### config.mk
export PLATFORM = sky130hd
export DESIGN_NAME = nvme_io_command_prp_engine_flat
export DESIGN_NICKNAME = d
export VERILOG_FILES = /design/src/design/nvprp_pkg.sv /design/src/design/nvprp_if.sv /design/src/design/nvprp_front.sv /design/src/design/nvprp_queue.sv /design/src/design/nvprp_back.sv /design/src/design/nvme_io_command_prp_engine.sv /design/src/flat_wrapper.sv
export SDC_FILE = /design/constraint.sdc
export NUM_CORES = 2
export LEC_CHECK = 0
export ABC_CLOCK_PERIOD_IN_PS = 30100
export BUFFER_PORTS_ARGS = -buffer_cell sky130_fd_sc_hd__buf_2
export CAP_MARGIN = 20
export CORE_ASPECT_RATIO = 0.8
export CORE_MARGIN = 2
export CORE_UTILIZATION = 35
export DETAILED_ROUTE_END_ITERATION = 16
export PLACE_DENSITY_LB_ADDON = 0.05
export SKIP_LAST_GASP = 1
export SLEW_MARGIN = 25
export SYNTH_ARGS = -nofsm -noshare
export SYNTH_HDL_FRONTEND = slang
export SYNTH_SLANG_ARGS = --single-unit
export TNS_END_PERCENT = 100
### constraint.sdc
create_clock -name i_clk -period 30.1 [get_ports i_clk]
set_input_delay 4.515 -clock i_clk [delete_from_list [all_inputs] [get_ports i_clk]]
set_output_delay 4.515 -clock i_clk [all_outputs]
set_load 0.02 [all_outputs]
### src/design/nvprp_pkg.sv
`timescale 1ns / 1ps
// Shared constants, record codes and types for the NVMe I/O command PRP engine.
// No dependencies; every other file of the block imports this package.
package nvprp_pkg;

    // Queue and page geometry
    localparam int QUEUE_DEPTH      = 64;
    localparam int QPTR_W           = (QUEUE_DEPTH > 1) ? $clog2(QUEUE_DEPTH) : 1;
    localparam int MAX_LIST_ENTRIES = 63;
    localparam int PAGE_BYTES       = 4096;
    localparam int PAGE_SHIFT       = $clog2(PAGE_BYTES);

    // Field widths
    localparam int KIND_W   = 2;
    localparam int REC_W    = 3;
    localparam int OPC_W    = 8;
    localparam int SLOT_W   = 6;
    localparam int LIST_W   = 6;
    localparam int COUNT_W  = 16;
    localparam int STATUS_W = 16;
    localparam int ADDR_W   = 64;
    localparam int DW_W     = 32;
    localparam int SHIFT_W  = 4;
    localparam int CFG_IDX_W = 8;
    localparam int CFG_DAT_W = 32;
    localparam int SIZE_W   = 32;           // block_count << 15 fits in 31 bits
    localparam int PAGES_W  = SIZE_W + 1 - PAGE_SHIFT;

    // Input kinds
    localparam logic [KIND_W-1:0] KIND_READ  = 2'd0;
    localparam logic [KIND_W-1:0] KIND_WRITE = 2'd1;
    localparam logic [KIND_W-1:0] KIND_CPL   = 2'd2;

    // Result record types
    localparam logic [REC_W-1:0] REC_SUB    = 3'd0;
    localparam logic [REC_W-1:0] REC_LIST   = 3'd1;
    localparam logic [REC_W-1:0] REC_OK     = 3'd2;
    localparam logic [REC_W-1:0] REC_ERR    = 3'd3;
    localparam logic [REC_W-1:0] REC_NOTYET = 3'd4;
    localparam logic [REC_W-1:0] REC_REJECT = 3'd5;

    // Command opcodes
    localparam logic [OPC_W-1:0] OPC_WRITE = 8'h01;
    localparam logic [OPC_W-1:0] OPC_READ  = 8'h02;

    // Configuration register indexes
    localparam logic [CFG_IDX_W-1:0] CFG_NAMESPACE_ID = 8'd0;
    localparam logic [CFG_IDX_W-1:0] CFG_LBA_SHIFT    = 8'd1;
    localparam logic [SHIFT_W-1:0]   LBA_SHIFT_RST    = 4'd9;

    // Classified work handed from the front end to the back end
    typedef struct packed {
        logic [REC_W-1:0]   rec_type;
        logic [OPC_W-1:0]   opcode;
        logic [ADDR_W-1:0]  lba;
        logic [COUNT_W-1:0] cdw12;
        logic [ADDR_W-1:0]  prp1;
        logic [ADDR_W-1:0]  prp2;
        logic [SLOT_W-1:0]  queue_slot;
        logic [SLOT_W-1:0]  doorbell_value;
        logic [LIST_W-1:0]  n_list;         // list entries to follow, 0 = none
        logic [ADDR_W-1:0]  next_page;      // first list page address
    } t_job;

    // One result beat
    typedef struct packed {
        logic [REC_W-1:0]   rec_type;
        logic [OPC_W-1:0]   opcode;
        logic [DW_W-1:0]    cdw10;
        logic [DW_W-1:0]    cdw11;
        logic [COUNT_W-1:0] cdw12;
        logic [ADDR_W-1:0]  prp1;
        logic [ADDR_W-1:0]  prp2;
        logic [LIST_W-1:0]  list_index;
        logic [ADDR_W-1:0]  list_page;
        logic [SLOT_W-1:0]  queue_slot;
        logic [SLOT_W-1:0]  doorbell_value;
        logic               last;
    } t_res;

endpackage

### src/design/nvprp_if.sv
`timescale 1ns / 1ps
// Valid/ready channel interfaces: command input, result output, register writes.
// Depends on nvprp_pkg for field widths.

interface nvprp_cmd_if import nvprp_pkg::*; ();
    logic                valid;
    logic                ready;
    logic [KIND_W-1:0]   kind;
    logic [ADDR_W-1:0]   lba;
    logic [ADDR_W-1:0]   buffer_addr;
    logic [COUNT_W-1:0]  block_count;
    logic [ADDR_W-1:0]   list_addr;
    logic [STATUS_W-1:0] cqe_status;

    modport source (output valid, kind, lba, buffer_addr, block_count, list_addr,
                    cqe_status, input ready);
    modport sink   (input valid, kind, lba, buffer_addr, block_count, list_addr,
                    cqe_status, output ready);
endinterface

interface nvprp_res_if import nvprp_pkg::*; ();
    logic               valid;
    logic               ready;
    logic [REC_W-1:0]   rec_type;
    logic [OPC_W-1:0]   opcode;
    logic [DW_W-1:0]    cdw10;
    logic [DW_W-1:0]    cdw11;
    logic [COUNT_W-1:0] cdw12;
    logic [ADDR_W-1:0]  prp1;
    logic [ADDR_W-1:0]  prp2;
    logic [LIST_W-1:0]  list_index;
    logic [ADDR_W-1:0]  list_page;
    logic [SLOT_W-1:0]  queue_slot;
    logic [SLOT_W-1:0]  doorbell_value;
    logic               last;

    modport source (output valid, rec_type, opcode, cdw10, cdw11, cdw12, prp1, prp2,
                    list_index, list_page, queue_slot, doorbell_value, last,
                    input ready);
    modport sink   (input valid, rec_type, opcode, cdw10, cdw11, cdw12, prp1, prp2,
                    list_index, list_page, queue_slot, doorbell_value, last,
                    output ready);
endinterface

interface nvprp_cfg_if import nvprp_pkg::*; ();
    logic                 valid;
    logic                 ready;
    logic [CFG_IDX_W-1:0] index;
    logic [CFG_DAT_W-1:0] data;

    modport source (output valid, index, data, input ready);
    modport sink   (input valid, index, data, output ready);
endinterface

### src/design/nvprp_front.sv
`timescale 1ns / 1ps
// Front end: takes command beats and register writes, classifies each item,
// owns the queue pointers and phase. Depends on nvprp_pkg and nvprp_if.
module nvprp_front import nvprp_pkg::*; (
    input  logic       i_clk,
    input  logic       i_rst_n,
    nvprp_cmd_if.sink  i_cmd,
    nvprp_cfg_if.sink  i_cfg,
    output logic       o_push,
    output t_job       o_job,
    input  logic       i_full
);

    logic                r_hold;
    logic [KIND_W-1:0]   r_kind;
    logic [ADDR_W-1:0]   r_lba;
    logic [ADDR_W-1:0]   r_buf;
    logic [COUNT_W-1:0]  r_count;
    logic [ADDR_W-1:0]   r_list;
    logic [STATUS_W-1:0] r_status;
    logic [SHIFT_W-1:0]  r_lba_shift;
    logic [QPTR_W-1:0]   r_sq_tail;
    logic [QPTR_W-1:0]   r_cq_head;
    logic                r_phase;

    logic [QPTR_W-1:0]   n_sq_tail;
    logic [QPTR_W-1:0]   n_cq_head;
    logic                n_phase;
    logic [QPTR_W-1:0]   tail_inc;
    logic [QPTR_W-1:0]   head_inc;
    logic                head_wrap;

    logic [SIZE_W-1:0]       size;
    logic [PAGE_SHIFT:0]     capacity;
    logic [SIZE_W-1:0]       remaining;
    logic [SIZE_W:0]         round_up;
    logic [PAGES_W-1:0]      pages;
    logic [ADDR_W-1:0]       next_page;
    logic                    fits_one;
    logic                    fits_two;
    logic                    too_long;
    t_job                    n_job;

    assign i_cmd.ready = !r_hold;
    assign i_cfg.ready = 1'b1;
    assign o_push      = r_hold && !i_full;
    assign o_job       = n_job;

    // transfer geometry
    assign size      = SIZE_W'(r_count) << r_lba_shift;
    assign capacity  = (PAGE_SHIFT+1)'(PAGE_BYTES) - {1'b0, r_buf[PAGE_SHIFT-1:0]};
    assign next_page = {r_buf[ADDR_W-1:PAGE_SHIFT], {PAGE_SHIFT{1'b0}}}
                       + ADDR_W'(PAGE_BYTES);
    assign fits_one  = size <= SIZE_W'(capacity);
    assign remaining = size - SIZE_W'(capacity);
    assign fits_two  = remaining <= SIZE_W'(PAGE_BYTES);
    assign round_up  = {1'b0, remaining} + (SIZE_W+1)'(PAGE_BYTES - 1);
    assign pages     = round_up[SIZE_W:PAGE_SHIFT];
    assign too_long  = !fits_one && !fits_two && (pages > PAGES_W'(MAX_LIST_ENTRIES));

    assign tail_inc  = (r_sq_tail == QPTR_W'(QUEUE_DEPTH - 1)) ? '0 : r_sq_tail + 1'b1;
    assign head_wrap = r_cq_head == QPTR_W'(QUEUE_DEPTH - 1);
    assign head_inc  = head_wrap ? '0 : r_cq_head + 1'b1;

    always_comb begin
        n_job     = '0;
        n_sq_tail = r_sq_tail;
        n_cq_head = r_cq_head;
        n_phase   = r_phase;
        case (r_kind)
            KIND_READ, KIND_WRITE: begin
                if (r_count == '0 || too_long) begin
                    n_job.rec_type = REC_REJECT;
                end else begin
                    n_job.rec_type       = REC_SUB;
                    n_job.opcode         = (r_kind == KIND_WRITE) ? OPC_WRITE : OPC_READ;
                    n_job.lba            = r_lba;
                    n_job.cdw12          = r_count - 1'b1;
                    n_job.prp1           = r_buf;
                    n_job.queue_slot     = SLOT_W'(r_sq_tail);
                    n_job.doorbell_value = SLOT_W'(tail_inc);
                    n_job.next_page      = next_page;
                    if (fits_one) begin
                        n_job.prp2 = '0;
                    end else if (fits_two) begin
                        n_job.prp2 = next_page;
                    end else begin
                        n_job.prp2   = r_list;
                        n_job.n_list = LIST_W'(pages);
                    end
                    n_sq_tail = tail_inc;
                end
            end
            KIND_CPL: begin
                n_job.queue_slot = SLOT_W'(r_cq_head);
                if (r_status[0] != r_phase) begin
                    n_job.rec_type = REC_NOTYET;
                end else begin
                    n_job.rec_type       = (r_status[STATUS_W-1:1] != '0) ? REC_ERR : REC_OK;
                    n_job.doorbell_value = SLOT_W'(head_inc);
                    n_cq_head            = head_inc;
                    n_phase              = head_wrap ? !r_phase : r_phase;
                end
            end
            default: begin
                n_job.rec_type = REC_REJECT;
            end
        endcase
    end

    always_ff @(posedge i_clk) begin
        if (!i_rst_n) begin
            r_hold      <= 1'b0;
            r_lba_shift <= LBA_SHIFT_RST;
            r_sq_tail   <= '0;
            r_cq_head   <= '0;
            r_phase     <= 1'b1;
        end else begin
            // namespace id has no result field: its write is acknowledged only
            if (i_cfg.valid && i_cfg.index == CFG_LBA_SHIFT) begin
                r_lba_shift <= i_cfg.data[SHIFT_W-1:0];
            end
            if (i_cmd.valid && !r_hold) begin
                r_hold <= 1'b1;
            end else if (o_push) begin
                r_hold    <= 1'b0;
                r_sq_tail <= n_sq_tail;
                r_cq_head <= n_cq_head;
                r_phase   <= n_phase;
            end
        end
    end

    always_ff @(posedge i_clk) begin
        if (i_cmd.valid && !r_hold) begin
            r_kind   <= i_cmd.kind;
            r_lba    <= i_cmd.lba;
            r_buf    <= i_cmd.buffer_addr;
            r_count  <= i_cmd.block_count;
            r_list   <= i_cmd.list_addr;
            r_status <= i_cmd.cqe_status;
        end
    end

endmodule

### src/design/nvprp_queue.sv
`timescale 1ns / 1ps
// Two-entry job queue between the front and back ends.
// Depends on nvprp_pkg for t_job.
module nvprp_queue import nvprp_pkg::*; (
    input  logic i_clk,
    input  logic i_rst_n,
    input  logic i_push,
    input  t_job i_job,
    output logic o_full,
    input  logic i_pop,
    output t_job o_job,
    output logic o_empty
);

    t_job       r_mem [2];
    logic       r_wp;
    logic       r_rp;
    logic [1:0] r_cnt;

    assign o_full  = r_cnt == 2'd2;
    assign o_empty = r_cnt == 2'd0;
    assign o_job   = r_mem[r_rp];

    always_ff @(posedge i_clk) begin
        if (!i_rst_n) begin
            r_wp  <= 1'b0;
            r_rp  <= 1'b0;
            r_cnt <= '0;
        end else begin
            if (i_push) begin
                r_wp <= !r_wp;
            end
            if (i_pop) begin
                r_rp <= !r_rp;
            end
            if (i_push && !i_pop) begin
                r_cnt <= r_cnt + 1'b1;
            end else if (i_pop && !i_push) begin
                r_cnt <= r_cnt - 1'b1;
            end
        end
    end

    always_ff @(posedge i_clk) begin
        if (i_push) begin
            r_mem[r_wp] <= i_job;
        end
    end

endmodule

### src/design/nvprp_back.sv
`timescale 1ns / 1ps
// Back end: turns a queued job into the command beat and its PRP list beats,
// through a registered output stage. Depends on nvprp_pkg and nvprp_if.
module nvprp_back import nvprp_pkg::*; (
    input  logic        i_clk,
    input  logic        i_rst_n,
    input  t_job        i_job,
    input  logic        i_empty,
    output logic        o_pop,
    nvprp_res_if.source o_res
);

    logic              r_act;
    logic              r_in_list;
    t_job              r_job;
    logic [LIST_W-1:0] r_idx;
    logic [ADDR_W-1:0] r_page;
    logic              r_out_valid;
    t_res              r_out;

    logic              load;
    logic              list_last;
    t_res              n_out;

    assign o_pop     = !r_act && !i_empty;
    assign load      = !r_out_valid || o_res.ready;
    assign list_last = (r_idx + 1'b1) == r_job.n_list;

    always_comb begin
        n_out = '0;
        if (!r_in_list) begin
            n_out.rec_type       = r_job.rec_type;
            n_out.opcode         = r_job.opcode;
            n_out.cdw10          = r_job.lba[DW_W-1:0];
            n_out.cdw11          = r_job.lba[ADDR_W-1:DW_W];
            n_out.cdw12          = r_job.cdw12;
            n_out.prp1           = r_job.prp1;
            n_out.prp2           = r_job.prp2;
            n_out.queue_slot     = r_job.queue_slot;
            n_out.doorbell_value = r_job.doorbell_value;
            n_out.last           = r_job.n_list == '0;
        end else begin
            n_out.rec_type   = REC_LIST;
            n_out.list_index = r_idx;
            n_out.list_page  = r_page;
            n_out.last       = list_last;
        end
    end

    always_ff @(posedge i_clk) begin
        if (!i_rst_n) begin
            r_act       <= 1'b0;
            r_in_list   <= 1'b0;
            r_out_valid <= 1'b0;
        end else begin
            if (o_pop) begin
                r_act     <= 1'b1;
                r_in_list <= 1'b0;
            end else if (r_act && load) begin
                if (!r_in_list) begin
                    if (r_job.n_list == '0) begin
                        r_act <= 1'b0;
                    end else begin
                        r_in_list <= 1'b1;
                    end
                end else if (list_last) begin
                    r_act <= 1'b0;
                end
            end
            if (r_act && load) begin
                r_out_valid <= 1'b1;
            end else if (o_res.ready) begin
                r_out_valid <= 1'b0;
            end
        end
    end

    always_ff @(posedge i_clk) begin
        if (o_pop) begin
            r_job  <= i_job;
            r_idx  <= '0;
            r_page <= i_job.next_page;
        end else if (r_act && load && r_in_list) begin
            r_idx  <= r_idx + 1'b1;
            r_page <= r_page + ADDR_W'(PAGE_BYTES);
        end
        if (r_act && load) begin
            r_out <= n_out;
        end
    end

    assign o_res.valid          = r_out_valid;
    assign o_res.rec_type       = r_out.rec_type;
    assign o_res.opcode         = r_out.opcode;
    assign o_res.cdw10          = r_out.cdw10;
    assign o_res.cdw11          = r_out.cdw11;
    assign o_res.cdw12          = r_out.cdw12;
    assign o_res.prp1           = r_out.prp1;
    assign o_res.prp2           = r_out.prp2;
    assign o_res.list_index     = r_out.list_index;
    assign o_res.list_page      = r_out.list_page;
    assign o_res.queue_slot     = r_out.queue_slot;
    assign o_res.doorbell_value = r_out.doorbell_value;
    assign o_res.last           = r_out.last;

endmodule

### src/design/nvme_io_command_prp_engine.sv
`timescale 1ns / 1ps
// NVMe I/O queue-pair command engine with PRP setup: top level.
// Depends on nvprp_pkg, nvprp_if, nvprp_front, nvprp_queue and nvprp_back.
//
// Channels:
//   i_cmd - one beat per item: read/write submit or a completion seen at head.
//   o_res - result beats; a submit gives the command beat, then one beat per
//           PRP list entry; every other item gives exactly one beat. last marks
//           the final beat of an item.
//   i_cfg - register writes (index 1 = lba_shift). The namespace id (index 0)
//           feeds no result field, so its write is acknowledged and dropped.
// Path: from accept to the first result beat an item passes the input register,
//   classify and queue push, back end load and the output register.
// Overlap: the front end takes no new item until the held one is pushed; the
//   back end pops a job only after loading the last beat of the one before,
//   the command beat and then one beat per list entry.
// Reset: tail and head go to zero, the expected phase to one, lba_shift to 9.
// Stall: when o_res.ready is low the output register holds, the back end
//   stops, the two-entry job queue fills, then i_cmd.ready drops.
module nvme_io_command_prp_engine import nvprp_pkg::*; (
    input  logic        i_clk,
    input  logic        i_rst_n,
    nvprp_cmd_if.sink   i_cmd,
    nvprp_res_if.source o_res,
    nvprp_cfg_if.sink   i_cfg
);

    logic push;
    logic pop;
    logic full;
    logic empty;
    t_job front_job;
    t_job queue_job;

    // classification and queue pointer bookkeeping
    nvprp_front u_front (
        .i_clk   (i_clk),
        .i_rst_n (i_rst_n),
        .i_cmd   (i_cmd),
        .i_cfg   (i_cfg),
        .o_push  (push),
        .o_job   (front_job),
        .i_full  (full)
    );

    // decouples the two halves so each stalls on its own
    nvprp_queue u_queue (
        .i_clk   (i_clk),
        .i_rst_n (i_rst_n),
        .i_push  (push),
        .i_job   (front_job),
        .o_full  (full),
        .i_pop   (pop),
        .o_job   (queue_job),
        .o_empty (empty)
    );

    // beat generation, including the PRP list walk
    nvprp_back u_back (
        .i_clk   (i_clk),
        .i_rst_n (i_rst_n),
        .i_job   (queue_job),
        .i_empty (empty),
        .o_pop   (pop),
        .o_res   (o_res)
    );

endmodule
### src/flat_wrapper.sv
// flat-port wrapper written by rule: the top's interface ports become plain ports
module nvme_io_command_prp_engine_flat import nvprp_pkg::*;
  (i_clk, i_rst_n, i_cmd_valid, i_cmd_kind, i_cmd_lba, i_cmd_buffer_addr, i_cmd_block_count, i_cmd_list_addr, i_cmd_cqe_status, i_cmd_ready, o_res_valid, o_res_rec_type, o_res_opcode, o_res_cdw10, o_res_cdw11, o_res_cdw12, o_res_prp1, o_res_prp2, o_res_list_index, o_res_list_page, o_res_queue_slot, o_res_doorbell_value, o_res_last, o_res_ready, i_cfg_valid, i_cfg_index, i_cfg_data, i_cfg_ready);
  nvprp_cmd_if i_cmd_i ();
  nvprp_res_if o_res_i ();
  nvprp_cfg_if i_cfg_i ();
  input  logic i_clk;
  input  logic i_rst_n;
  input wire logic [$bits(i_cmd_i.valid)-1:0] i_cmd_valid;
  input wire logic [$bits(i_cmd_i.kind)-1:0] i_cmd_kind;
  input wire logic [$bits(i_cmd_i.lba)-1:0] i_cmd_lba;
  input wire logic [$bits(i_cmd_i.buffer_addr)-1:0] i_cmd_buffer_addr;
  input wire logic [$bits(i_cmd_i.block_count)-1:0] i_cmd_block_count;
  input wire logic [$bits(i_cmd_i.list_addr)-1:0] i_cmd_list_addr;
  input wire logic [$bits(i_cmd_i.cqe_status)-1:0] i_cmd_cqe_status;
  output wire logic [$bits(i_cmd_i.ready)-1:0] i_cmd_ready;
  output wire logic [$bits(o_res_i.valid)-1:0] o_res_valid;
  output wire logic [$bits(o_res_i.rec_type)-1:0] o_res_rec_type;
  output wire logic [$bits(o_res_i.opcode)-1:0] o_res_opcode;
  output wire logic [$bits(o_res_i.cdw10)-1:0] o_res_cdw10;
  output wire logic [$bits(o_res_i.cdw11)-1:0] o_res_cdw11;
  output wire logic [$bits(o_res_i.cdw12)-1:0] o_res_cdw12;
  output wire logic [$bits(o_res_i.prp1)-1:0] o_res_prp1;
  output wire logic [$bits(o_res_i.prp2)-1:0] o_res_prp2;
  output wire logic [$bits(o_res_i.list_index)-1:0] o_res_list_index;
  output wire logic [$bits(o_res_i.list_page)-1:0] o_res_list_page;
  output wire logic [$bits(o_res_i.queue_slot)-1:0] o_res_queue_slot;
  output wire logic [$bits(o_res_i.doorbell_value)-1:0] o_res_doorbell_value;
  output wire logic [$bits(o_res_i.last)-1:0] o_res_last;
  input wire logic [$bits(o_res_i.ready)-1:0] o_res_ready;
  input wire logic [$bits(i_cfg_i.valid)-1:0] i_cfg_valid;
  input wire logic [$bits(i_cfg_i.index)-1:0] i_cfg_index;
  input wire logic [$bits(i_cfg_i.data)-1:0] i_cfg_data;
  output wire logic [$bits(i_cfg_i.ready)-1:0] i_cfg_ready;
  assign i_cmd_i.valid = i_cmd_valid;
  assign i_cmd_i.kind = i_cmd_kind;
  assign i_cmd_i.lba = i_cmd_lba;
  assign i_cmd_i.buffer_addr = i_cmd_buffer_addr;
  assign i_cmd_i.block_count = i_cmd_block_count;
  assign i_cmd_i.list_addr = i_cmd_list_addr;
  assign i_cmd_i.cqe_status = i_cmd_cqe_status;
  assign i_cmd_ready = i_cmd_i.ready;
  assign o_res_valid = o_res_i.valid;
  assign o_res_rec_type = o_res_i.rec_type;
  assign o_res_opcode = o_res_i.opcode;
  assign o_res_cdw10 = o_res_i.cdw10;
  assign o_res_cdw11 = o_res_i.cdw11;
  assign o_res_cdw12 = o_res_i.cdw12;
  assign o_res_prp1 = o_res_i.prp1;
  assign o_res_prp2 = o_res_i.prp2;
  assign o_res_list_index = o_res_i.list_index;
  assign o_res_list_page = o_res_i.list_page;
  assign o_res_queue_slot = o_res_i.queue_slot;
  assign o_res_doorbell_value = o_res_i.doorbell_value;
  assign o_res_last = o_res_i.last;
  assign o_res_i.ready = o_res_ready;
  assign i_cfg_i.valid = i_cfg_valid;
  assign i_cfg_i.index = i_cfg_index;
  assign i_cfg_i.data = i_cfg_data;
  assign i_cfg_ready = i_cfg_i.ready;
  nvme_io_command_prp_engine u_core (.i_clk(i_clk), .i_rst_n(i_rst_n), .i_cmd(i_cmd_i), .o_res(o_res_i), .i_cfg(i_cfg_i));
endmodule
==> impl_metrics.tcl <==
set metrics [dict create \
    fin_setup_tns_ps 0 \
    synthSimpleGateAreaFrac 0.09998 \
    dp.cells 5980 \
    dr.pass1.iters 6 \
    ctsHoldBuffers 0 \
    synth_compound_area_frac 0.04442 \
    synth_flop_cell "edfxtp_1" \
    synth_area_per_cell_um2 15.98 \
    wirelength_um 138600 \
    setup_violations 0 \
    reg2reg_slack_ps 22970 \
    fin_skew_ps 29.90 \
    area_growth_pct 17.30 \
    critPathMaxFanout 64 \
    drive_above_1_share 0.2507 \
    portBuffers 528 \
    crit_required_ps 30540 \
    critPathCaptureType "flop" \
    wl_per_cell_um 22.18 \
    ys_ff_latch 1391 \
    r2r-end "u_core.u_queue.r_mem[0][36]" \
    ys_async_sr_fraction 0 \
    initial_core_util 0.3524 \
    antenna_found_initial 22 \
    coreArea_mm2 0.1571 \
    path_buf_inv 3 \
    maxSlewViolCount 0 \
    yosysSeqAreaShare 0.7485 \
    crit_family "compound AO/OA/AOI/OAI gates" \
    cts_buffers 150 \
    path_class "reg2reg" \
    post_cts_buffers 0 \
    fp-row-count 130 \
    fin_cells 6249 \
    grt_pass1_vias 30490 \
    synthMuxAreaShare 0.05983 \
    synthCells 3466 \
    cellLeakagePower_nw 22.07 \
    hold_start "u_core.u_front.r_sq_tail[4]" \
    yosys_warnings 0 \
    cts_tree "done" \
    grt_pass1_wl_um 206000 \
    min-delay-path-class "reg2reg" \
    rsz0062_at_grt "false" \
    drcViolationCount 0 \
    post_cts_resized 0 \
    clock_latency_ps 760 \
    grt_max_degree 157 \
    post_drt_via_cell_ratio 4.821 \
    die_area_mm2 0.1614 \
    cts.path.max_buffers 3 \
    cap_violations 0 \
    h-tree-depth 4 \
    whs_endpoint "u_core.u_front.r_sq_tail[4]" \
    worstMarginPinSlew_ps 1090 \
    max_slew_margin 0.2732 \
    finalHoldViolCount 0 \
    ioPinCount 576 \
    min_period_over_period 0.2367 \
    synth_xor_area_frac 0.02452 \
    grt_use_total 0.1697 \
    synthAdderAreaFrac 0.005106 \
    crit_chain "buf_4 -> mux4_2 -> and2_1 -> a21oi_1 -> o22ai_1 -> ha_1 -> a21oi_1 -> inv_1 -> o41ai_1 -> o21ai_0 -> xor2_1 -> o31ai_1 -> or2_2 -> nor4_2 -> nor2_1 -> a21boi_4 -> buf_4 -> nor2_1" \
    die_height_um 359.8 \
    vias 30130 \
    dp_hpwl_um 84110 \
    cp_slowest_cell "buf_4" \
    worstPathArrival_ps 7560 \
    path_clk_slew_ps 60 \
    overflow 0 \
    yosysUniqueCellTypes 86 \
    syn_area_mm2 0.05538 \
    final_antenna_net_count 0 \
    p_per_area_mw_per_mm2 88.24 \
    first_iter_violations 1961 \
    r2r-start "u_core.u_front.r_lba_shift[2]" \
    die_width_um 448.7 \
    slowest_delay_ps 800 \
    reg2reg_depth 18 \
    crit_path_start_kind "flop" \
    synth_edf_count 1359 \
    timing.fmax_mhz 140.3 \
    cts_sinks 1391 \
    min_path_cells 2 \
    synth_top_family_by_area "simple AND/OR/NAND/NOR gates" \
    place_congestion 0.7783 \
    ir_drop_uv 70.37 \
    cts_root_buf "clkbuf_16" \
    status "completed" \
    fin_crit_ps 7126 \
    fin_nets 4314 \
]
==> flip-flops by register name, indices dropped and copies added (netlist names), 16 cells and up, named ones only <==
| signal | flops |
|---|---|
| u_core.u_back.o_res.prp2 | 64 |
| u_core.u_front.r_lba | 64 |
| u_core.u_front.r_status | 16 |
| u_core.u_back.r_job | 231 |
| u_core.u_front.r_list | 64 |
| u_core.u_back.o_res.cdw10 | 32 |
| u_core.u_back.o_res.cdw12 | 16 |
| u_core.u_front.r_buf | 64 |
| u_core.u_back.o_res.list_page | 52 |
| u_core.u_back.o_res.prp1 | 64 |
| u_core.u_back.r_page | 52 |
| u_core.u_front.r_count | 16 |
| u_core.u_back.o_res.cdw11 | 32 |
| u_core.u_queue.r_mem | 566 |
==> logic make-up after synthesis <==
group                    count (synthesis)
flip-flops                            1391
AND/OR/NAND/NOR                       1002
AO/OA/AOI/OAI                          379
multiplexers                           293
buffers and inverters                  222
XOR/XNOR                               155
adder cells (fa/ha/maj)                 22
other                                    2
==> worst min-delay path, stage by stage, from the launching register on <==
cell and delay [ps]:
dfxtp_1 320, nand2_1 60, mux2i_1 60
==> synthesized netlist by cell type, drive strengths merged, types with 11 or more instances <==
cell type / count / area (um2)
clkbuf: 119 / 447.9
nand2: 133 / 499.2
buf: 62 / 366.6
nor2b: 397 / 2484
and3: 32 / 200.2
dfxtp: 32 / 640.6
xnor2: 80 / 700.7
inv: 38 / 142.6
o22ai: 12 / 75.07
xor2: 75 / 656.9
nor3b: 19 / 142.6
a211oi: 94 / 705.7
nor4: 18 / 118.9
or3: 11 / 68.82
nor2: 158 / 595.6
nand4: 26 / 168.9
nor3: 31 / 155.2
and2: 69 / 432.9
edfxtp: 1359 / 40810
mux2: 241 / 2718
nand3: 63 / 315.3
mux2i: 46 / 460.4
ha: 21 / 262.8
o21ai: 61 / 305.3
a21oi: 124 / 631.9
==> routing by layer <==
layer,vias to the layer above,GRT usage,share of wire
met5,-,0,0.00028
met4,6,0.04509,0.023
met3,211,0.03256,0.038
met2,609,0.2816,0.49
met1,15190,0.2280,0.45
li1,14120,-,-
==> power breakdown <==
group          switching, mW  leakage [nW]  internal (mW)
sequential             0.180          13.1           2.69
clock                  0.754          2.21          0.986
combinational          0.728          6.80          0.394
total                   1.66          22.1           4.07
==> layout by cell type, fill, tap and decap left out, types with 21 or more instances in the layout <==
cell / instances
edfxtp_1: 1359
buf_2: 528
nor2b_1: 396
mux2_2: 239
nor2_1: 155
clkbuf_16: 155
nand2_1: 132
a21oi_1: 123
a211oi_1: 94
xnor2_1: 80
xor2_1: 75
and2_1: 66
nand3_1: 63
o21ai_0: 60
mux2i_1: 46
clkbuf_1: 43
inv_1: 35
clkinv_1: 32
nor3_1: 31
and3_1: 31
buf_4: 31
dfxtp_1: 30
nand4_1: 25
ha_1: 21
==> worst max path at each step <==
stage	endpoint	start	slack (ps)	depth (start not counted)
after global placement	u_core.u_back.o_res.cdw10[10]	o_res_ready	22480	6
final	u_core.u_queue.r_mem[0][36]	u_core.u_front.r_lba_shift[2]	22970	18
after CTS	u_core.u_queue.r_mem[0][36]	u_core.u_front.r_lba_shift[1]	23000	18
after detailed placement	u_core.u_back.o_res.cdw10[10]	o_res_ready	22460	6
after global routing	u_core.u_queue.r_mem[1][27]	u_core.u_front.r_lba_shift[1]	22370	18
after floorplan	u_core.u_back.r_idx[2]	o_res_ready	6640	7
==> stage by stage <==
stage / setup WS, ps / instance area [um2] / hold slack (ps) / utilization / power, mW
3_3_place_gp: 22480 / 60350 / 467.4 / 0.3841 / 4.076
2_1_floorplan: 6640 / 55440 / 447.8 / - / 3.731
6_report: 22970 / 64960 / 487.0 / 0.4134 / 5.732
5_1_grt: 22370 / 64950 / 520.7 / 0.4134 / 6.025
3_5_place_dp: 22460 / 60360 / 491.8 / 0.3841 / 4.075
4_1_cts: 23000 / 64920 / 495.0 / 0.4132 / 5.847
==> cell type report <==
type / count / area [um2]
Tap cell: 2112 / 2643
Inverter: 41 / 161.4
Antenna cell: 4 / 10.01
Fill cell: 14520 / 92170
Sequential cell: 1391 / 41460
Multi-Input combinational cell: 1870 / 13090
Clock buffer: 201 / 4081
Clock inverter: 63 / 481.7
Timing Repair Buffer: 567 / 3034
Power figures use the tool's default switching activity.
